## src/hw/rtl/prs_pkg.sv

```systemverilog
// Shared types, constants and helper functions for the power/reset sequencer.
package prs_pkg;

    localparam int MAX_RAILS  = 8;
    localparam int MAX_RESETS = 8;

    localparam int RAIL_W  = 8;
    localparam int RST_W   = 8;
    localparam int COUNT_W = 4;
    localparam int MON_W   = 3;
    localparam int CFG_W   = 8;

    typedef enum logic [1:0] {
        REQ_TICK      = 2'd0,
        REQ_POWER_ON  = 2'd1,
        REQ_POWER_OFF = 2'd2,
        REQ_IGNORED   = 2'd3
    } req_t;

    typedef enum logic [1:0] {
        CFG_NUM_RAILS     = 2'd0,
        CFG_NUM_RESETS    = 2'd1,
        CFG_CRITICAL_MASK = 2'd2,
        CFG_SUPPLY_MASK   = 2'd3
    } cfg_idx_t;

    typedef struct packed {
        logic [RAIL_W-1:0]  rail_on;
        logic [RST_W-1:0]   reset_held;
        logic               power_flag;
        logic               done_flag;
        logic [COUNT_W-1:0] stage_index;
        logic [MON_W-1:0]   monitor_index;
    } seq_state_t;

    typedef struct packed {
        logic panic;
        logic lost;
        logic complete;
        logic rollback;
    } seq_events_t;

    // Zero counts as one, anything above the maximum is clamped.
    function automatic logic [COUNT_W-1:0] eff_count(input logic [COUNT_W-1:0] v,
                                                     input logic [COUNT_W-1:0] max_v);
        logic [COUNT_W-1:0] r;
        if (v == '0) begin
            r = COUNT_W'(1);
        end else if (v > max_v) begin
            r = max_v;
        end else begin
            r = v;
        end
        return r;
    endfunction

    // Mask of the low n bits, n in 0..8.
    function automatic logic [RST_W-1:0] low_mask(input logic [COUNT_W-1:0] n);
        logic [RST_W-1:0] m;
        for (int i = 0; i < RST_W; i++) begin
            m[i] = (COUNT_W'(i) < n);
        end
        return m;
    endfunction

endpackage

```

## src/hw/rtl/power_reset_sequencer_core.sv

```systemverilog
// Power rail and staged reset-chain sequencer with round-robin rail monitor.
// Datapath: an accepted transaction is captured in the input register, then one pass
// of logic writes its result into the result register.
// One transaction per cycle unless m_ready stalls the result register; the whole step
// is one combinational pass from the input register and the state registers.
// Reset: aresetn synchronous, active low; rails off, all resets held, config at defaults.
module power_reset_sequencer_core
    import prs_pkg::*;
(
    input  logic              aclk,
    input  logic              aresetn,

    // configuration write port
    input  logic              cfg_wr_en,
    input  logic [1:0]        cfg_index,
    input  logic [CFG_W-1:0]  cfg_wdata,

    // request channel
    input  logic              s_valid,
    output logic              s_ready,
    input  logic [1:0]        s_req_type,
    input  logic [RST_W-1:0]  s_reset_ready,
    input  logic [RAIL_W-1:0] s_rail_power_good,
    input  logic [RAIL_W-1:0] s_rail_came_up,

    // result channel
    output logic               m_valid,
    input  logic               m_ready,
    output logic [RAIL_W-1:0]  m_rail_enables,
    output logic [RST_W-1:0]   m_reset_asserts,
    output logic               m_powered,
    output logic               m_chain_done,
    output logic [COUNT_W-1:0] m_reset_stage,
    output logic               m_panic_event,
    output logic               m_power_lost_event,
    output logic               m_chain_complete_event,
    output logic               m_rollback_event
);

    // ------------------------------------------------------------------
    // Configuration registers
    // ------------------------------------------------------------------
    logic [COUNT_W-1:0] num_rails_reg;
    logic [COUNT_W-1:0] num_resets_reg;
    logic [RAIL_W-1:0]  critical_mask_reg;
    logic [RAIL_W-1:0]  supply_mask_reg;

    always_ff @(posedge aclk) begin
        if (!aresetn) begin
            num_rails_reg     <= COUNT_W'(1);
            num_resets_reg    <= COUNT_W'(1);
            critical_mask_reg <= '0;
            supply_mask_reg   <= '0;
        end else if (cfg_wr_en) begin
            unique case (cfg_idx_t'(cfg_index))
                CFG_NUM_RAILS:     num_rails_reg     <= cfg_wdata[COUNT_W-1:0];
                CFG_NUM_RESETS:    num_resets_reg    <= cfg_wdata[COUNT_W-1:0];
                CFG_CRITICAL_MASK: critical_mask_reg <= cfg_wdata[RAIL_W-1:0];
                CFG_SUPPLY_MASK:   supply_mask_reg   <= cfg_wdata[RAIL_W-1:0];
                default: ;
            endcase
        end
    end

    // ------------------------------------------------------------------
    // Input register stage
    // ------------------------------------------------------------------
    logic              in_valid_reg;
    logic [1:0]        in_req_reg;
    logic [RST_W-1:0]  in_ready_bits_reg;
    logic [RAIL_W-1:0] in_good_reg;
    logic [RAIL_W-1:0] in_came_reg;

    logic out_free;   // result register can take a new transaction
    logic advance;    // held transaction is processed this cycle

    assign out_free = !m_valid || m_ready;
    assign advance  = in_valid_reg && out_free;
    assign s_ready  = !in_valid_reg || out_free;

    always_ff @(posedge aclk) begin
        if (!aresetn) begin
            in_valid_reg <= 1'b0;
        end else if (s_ready) begin
            in_valid_reg <= s_valid;
        end
    end

    always_ff @(posedge aclk) begin
        if (s_valid && s_ready) begin
            in_req_reg        <= s_req_type;
            in_ready_bits_reg <= s_reset_ready;
            in_good_reg       <= s_rail_power_good;
            in_came_reg       <= s_rail_came_up;
        end
    end

    // ------------------------------------------------------------------
    // Sequencer state and step logic
    // ------------------------------------------------------------------
    seq_state_t  state_reg, state_next;
    seq_events_t ev_next;

    logic [COUNT_W-1:0] n_rails;
    logic [COUNT_W-1:0] n_resets;
    logic [RAIL_W-1:0]  rail_mask;
    logic [RST_W-1:0]   reset_mask;

    assign n_rails    = eff_count(num_rails_reg, COUNT_W'(MAX_RAILS));
    assign n_resets   = eff_count(num_resets_reg, COUNT_W'(MAX_RESETS));
    assign rail_mask  = low_mask(n_rails);
    assign reset_mask = low_mask(n_resets);

    always_comb begin
        seq_state_t         st;
        seq_events_t        ev;
        logic [COUNT_W-1:0] s_inc;
        logic [RST_W-1:0]   below;      // stages under current stage and count
        logic [RST_W-1:0]   miss;       // of those, stages not ready
        logic [RST_W-1:0]   upto_miss;  // mask through lowest missing stage
        logic [COUNT_W-1:0] miss_idx;
        logic [MON_W-1:0]   mon;
        logic [COUNT_W-1:0] mon_inc;
        logic               fail;

        st        = state_reg;
        ev        = '0;
        s_inc     = '0;
        below     = '0;
        miss      = '0;
        upto_miss = '0;
        miss_idx  = '0;
        mon       = '0;
        mon_inc   = '0;
        fail      = 1'b0;

        case (req_t'(in_req_reg))
            REQ_TICK: begin
                // reset chain: advance
                if (!st.done_flag) begin
                    if (st.stage_index >= n_resets) begin
                        st.stage_index = n_resets;
                        st.done_flag   = 1'b1;
                        ev.complete    = 1'b1;
                    end else if (in_ready_bits_reg[st.stage_index[MON_W-1:0]]) begin
                        s_inc          = st.stage_index + COUNT_W'(1);
                        st.stage_index = s_inc;
                        if (s_inc >= n_resets) begin
                            st.done_flag = 1'b1;
                            ev.complete  = 1'b1;
                        end else begin
                            st.reset_held[s_inc[MON_W-1:0]] = 1'b0;
                        end
                    end
                end
                // reset chain: roll back to lowest stage that lost ready
                below = low_mask(st.stage_index) & reset_mask;
                miss  = below & ~in_ready_bits_reg;
                if (miss != '0) begin
                    upto_miss = miss ^ (miss - RST_W'(1));
                    for (int i = RST_W - 1; i >= 0; i--) begin
                        if (miss[i]) begin
                            miss_idx = COUNT_W'(i);
                        end
                    end
                    st.stage_index = miss_idx;
                    st.done_flag   = 1'b0;
                    st.reset_held  = st.reset_held | (reset_mask & ~upto_miss);
                    ev.rollback    = 1'b1;
                end
                // rail monitor
                mon = (COUNT_W'(st.monitor_index) < n_rails) ? st.monitor_index : '0;
                if (!in_good_reg[mon]) begin
                    if (critical_mask_reg[mon]) begin
                        fail     = 1'b1;
                        ev.panic = 1'b1;
                    end else if (supply_mask_reg[mon]) begin
                        fail    = 1'b1;
                        ev.lost = 1'b1;
                    end
                end
                mon_inc = COUNT_W'(mon) + COUNT_W'(1);
                st.monitor_index = (mon_inc == n_rails) ? '0 : mon_inc[MON_W-1:0];
            end
            REQ_POWER_ON: begin
                if ((in_came_reg | ~rail_mask) != '1) begin
                    fail     = 1'b1;
                    ev.panic = 1'b1;
                end else begin
                    st.rail_on       = rail_mask;
                    st.power_flag    = 1'b1;
                    st.done_flag     = 1'b0;
                    st.stage_index   = '0;
                    st.reset_held[0] = 1'b0;
                end
            end
            REQ_POWER_OFF: begin
                fail = 1'b1;
            end
            default: ;
        endcase

        // panic / power lost / power-off: everything down
        if (fail) begin
            st.rail_on     = '0;
            st.reset_held  = '1;
            st.power_flag  = 1'b0;
            st.done_flag   = 1'b0;
            st.stage_index = '0;
        end

        state_next = st;
        ev_next    = ev;
    end

    always_ff @(posedge aclk) begin
        if (!aresetn) begin
            state_reg.rail_on       <= '0;
            state_reg.reset_held    <= '1;
            state_reg.power_flag    <= 1'b0;
            state_reg.done_flag     <= 1'b0;
            state_reg.stage_index   <= '0;
            state_reg.monitor_index <= '0;
        end else if (advance) begin
            state_reg <= state_next;
        end
    end

    // ------------------------------------------------------------------
    // Result register
    // ------------------------------------------------------------------
    logic        out_valid_reg;
    seq_state_t  out_state_reg;
    seq_events_t out_ev_reg;

    always_ff @(posedge aclk) begin
        if (!aresetn) begin
            out_valid_reg <= 1'b0;
        end else if (out_free) begin
            out_valid_reg <= in_valid_reg;
        end
    end

    always_ff @(posedge aclk) begin
        if (advance) begin
            out_state_reg <= state_next;
            out_ev_reg    <= ev_next;
        end
    end

    assign m_valid                = out_valid_reg;
    assign m_rail_enables         = out_state_reg.rail_on;
    assign m_reset_asserts        = out_state_reg.reset_held;
    assign m_powered              = out_state_reg.power_flag;
    assign m_chain_done           = out_state_reg.done_flag;
    assign m_reset_stage          = out_state_reg.stage_index;
    assign m_panic_event          = out_ev_reg.panic;
    assign m_power_lost_event     = out_ev_reg.lost;
    assign m_chain_complete_event = out_ev_reg.complete;
    assign m_rollback_event       = out_ev_reg.rollback;

endmodule

```

## config.mk

```make
export PLATFORM = sky130hd
export DESIGN_NAME = power_reset_sequencer_core
export DESIGN_NICKNAME = d
export VERILOG_FILES = /design/src/hw/rtl/prs_pkg.sv /design/src/hw/rtl/power_reset_sequencer_core.sv
export SDC_FILE = /design/constraint.sdc
export NUM_CORES = 1
export LEC_CHECK = 0
export BUFFER_PORTS_ARGS = -buffer_cell sky130_fd_sc_hd__buf_2
export CAP_MARGIN = 20
export CORE_ASPECT_RATIO = 0.9
export CORE_UTILIZATION = 30
export CTS_CLUSTER_SIZE = 14
export DETAILED_ROUTE_END_ITERATION = 7
export PLACE_DENSITY = 0.44
export SKIP_CTS_REPAIR_TIMING = 1
export SYNTH_ARGS = -nofsm -noshare
export SYNTH_HDL_FRONTEND = slang
export SYNTH_SLANG_ARGS = --single-unit
```

## constraint.sdc

```tcl
create_clock -name aclk -period 5.6 [get_ports aclk]
set_input_delay 0 -clock aclk [delete_from_list [all_inputs] [get_ports aclk]]
set_output_delay 0 -clock aclk [all_outputs]
set_load 0.1 [all_outputs]
```

==> results.ini <==
[routing]
wl_per_cell_um=17.03
post-route-drc-count=0
ant_nets=0
drtIter0Drc=251
vias_per_cell=5.068
drt_wl_total_mm=15.21
vias=4526
dr.pass1.iters=5

[yosys]
synth-edff-count=52
ys_ff_latch=103
syn_area_per_cell_um2=10.10
yosys.area_share.simple=0.1627
async_flop_share=0
synth_common_cells=nor2_1, nand2_1, edfxtp_1, dfxtp_1, a21oi_1
yosys_warnings=0
yosysSeqAreaShare=0.4638
synth_area_leaders=edfxtp_1, dfxtp_1, mux2i_1
synthMuxAreaShare=0.08202
ys.flop_type=edfxtp_1
synth_nets=606
netlist_area_mm2=0.005568
synthCells=551
synth_cell_types=84
synth_most_common_cell=nor2_1
yosysTopAreaCell=edfxtp_1
synth_top_family_by_area=compound AO/OA/AOI/OAI gates
synth-xor-area-share=0.009438
netlist.area_leader.share=0.2804
synth_fa_ha_area_frac=0.03326
synth_compound_gate_area_share=0.2029

[global_route]
grtUsageTotal=0.1604
grt_use_met3=0.03507
grt_max_degree=40
grt-busiest-layer=met1
grtUsageMet2=0.2252
antenna_found_initial=0
grt_pass1_vias=4151
met1_usage=0.2420
grt_pass1_wl_mm=23.62
grt_overflow=0

[clock_tree]
cts_tree=done
path_clk_slew_ns=0.08
cts_buffers=9
clock_sinks=103
clkLatencyLatePin_ns=0.35
cts-root-buf=clkbuf_16
clock_path_buffers=2
h-tree-depth=3

[timing]
drv_slew=0
rsz0062_at_grt=false
timing.fmax_mhz=213.9
min_period_ns=4.675
maxSlewHeadroom=0.4130
tns_ns=0
tightest_slew_ns=0.8785
hold_viol=0
finalCritPeriodShare=0.8348
hold_slack_ns=0.1294
finalClockSkew_ns=0.01138
finalSetupViolations=0

[floorplan]
dieWidth_um=145.6
ios=69
die_h_um=131.2
dieArea_mm2=0.01911
initial_core_util=0.3111
core-area_mm2=0.01790
rows=46

[run]
cap_violations=0

[worst_setup_path]
critPathMaxFanout=11
cp-end-kind=register
worst-path-buf-inv=2
cpLargestDelayFamily=compound AO/OA/AOI/OAI gates
slowest_stage=o21ai_1
arrival_ns=4.78
path_class=reg -> reg
startpoint_type=register
cp_cell_sequence=inv_1 -> o21a_1 -> ha_1 -> nor2b_1 -> o21ai_1 -> a21oi_1 -> and3b_2 -> nor2_1 -> a211oi_2 -> inv_1 -> ha_1 -> nand3_1 -> o31ai_4 -> nor3_1 -> or3_1
slowest_delay_ns=0.53
critPathRequiredTime_ns=5.70

[pwr]
leakagePower_nw=2.443
switchingPower_mw=0.4914
seq_power_share=0.490
power_mw=1.711
p_per_area_mw_per_mm2=252.7
internal_power_mw=1.219
p_sw_frac=0.2873
clkPwrFrac=0.351
p_comb_frac=0.159
peakVddDrop_v=0.0001483

[place]
post-dp-hpwl_mm=11.33
numPortBuffers=68
placed_cell_area_mm2=0.006077
globalplace.congestion=0.8808

[final_layout]
final_layout_size_suffix_gt1_frac=0.1975
finalInstanceArea_mm2=0.006770
final_nets=703
largest_reg_flops=25
area_growth_syn_to_layout_pct=21.60
diodes=0
fillCellCount=1784

[outcome]
status=finished, final reports clean

[worst_hold_path]
min_path_type=in -> reg

power by group through the flow:
stage	logic (mW)	registers, mW	clock network, mW
after global routing	0.294	0.842	0.652
after floorplan	0.141	0.891	0
after global placement	0.251	0.856	0
final	0.272	0.839	0.600
after detailed placement	0.250	0.856	0
after CTS	0.250	0.839	0.629
metrics by stage:
stage | setup WS (ns) | cells | util
4_1_cts | 0.9730 | 854 | 0.3554
6_report | 0.9249 | 893 | 0.3782
2_1_floorplan | 1.606 | 551 | -
5_1_grt | 0.5372 | 893 | 0.3782
3_5_place_dp | 0.9981 | 838 | 0.3395
3_3_place_gp | 1.175 | 838 | 0.3395
worst reg2reg max path, delay by kind of cell (launching register included):
family	cells	cell delay (ns)
flops	1	0.50
buf+inv	2	0.29
simple gates	6	1.44
compound gates	5	1.67
fa+ha+maj	2	0.51
cell usage in the layout (no fill, tap or decap), types with 3 or more instances in the layout:
| master | netlist | layout |
|---|---|---|
| nand3_1 | 8 | 8 |
| or2_2 | 5 | 5 |
| a22oi_1 | 5 | 5 |
| xnor2_1 | 5 | 5 |
| a211oi_1 | 3 | 3 |
| and2_1 | 7 | 7 |
| o32a_1 | 3 | 3 |
| mux2i_1 | 31 | 31 |
| o31ai_1 | 4 | 4 |
| mux4_2 | 6 | 6 |
| nor3_1 | 7 | 7 |
| o21bai_1 | 5 | 5 |
| nor2_1 | 69 | 69 |
| a211o_1 | 3 | 3 |
| o21a_1 | 4 | 4 |
| o21ai_1 | 8 | 8 |
| clkbuf_16 | 0 | 9 |
| ha_1 | 14 | 14 |
| edfxtp_1 | 52 | 52 |
| a32oi_1 | 3 | 3 |
| clkinvlp_4 | 0 | 3 |
| a21oi_1 | 49 | 49 |
| nor2b_1 | 5 | 5 |
| or3_1 | 5 | 5 |
| a31oi_1 | 8 | 8 |
| o211ai_1 | 3 | 3 |
| dfxtp_1 | 51 | 51 |
| buf_4 | 0 | 6 |
| nand2_1 | 57 | 57 |
| nand2b_1 | 4 | 4 |
| inv_1 | 19 | 19 |
| o21ai_0 | 15 | 15 |
| nand3b_1 | 4 | 4 |
| dlygate4sd3_1 | 0 | 38 |
| buf_2 | 1 | 68 |
routing by layer:
metal  vias to the layer above  share of wire
li1                       2233              -
met1                      2143           0.52
met2                       134           0.42
met3                        16          0.051
met4                         0          0.012
met5                         -              0
final timing paths:
check / cells after the start / endpoint / slack (ns) / start
max: 15 / m_reset_asserts[1]$_DFFE_PP_ / 0.92 / num_resets_reg[3]$_SDFFE_PN0P_
min reg2reg: 2 / state_reg[24]$_SDFFE_PN0P_ / 0.46 / state_reg[24]$_SDFFE_PN0P_
min: 4 / num_rails_reg[3]$_SDFFE_PN0P_ / 0.13 / cfg_index[0]
max reg2reg: 15 / m_reset_asserts[1]$_DFFE_PP_ / 0.92 / num_resets_reg[3]$_SDFFE_PN0P_
area by class of cell:
type / count / area, um2 / area share
inverters: 21 / 78.83 / 0.01164
clock buffers: 10 / 229.0 / 0.03382
well taps: 240 / 300.3 / 0.04435
repair buffers: 113 / 793.3 / 0.1172
flip-flops and latches: 103 / 2582 / 0.3814
multi-input cells: 400 / 2730 / 0.4033
clock inverters: 6 / 56.30 / 0.008316
cells by family (layout without fill, tap and decap cells):
group,after synthesis,in the layout
AND/OR/NAND/NOR,188,188
AO/OA/AOI/OAI,153,153
flip-flops,103,103
buffers and inverters,48,150
multiplexers,38,38
adder cells (fa/ha/maj),15,15
XOR/XNOR,6,6
Note: power is estimated with default switching activity, not from simulation.
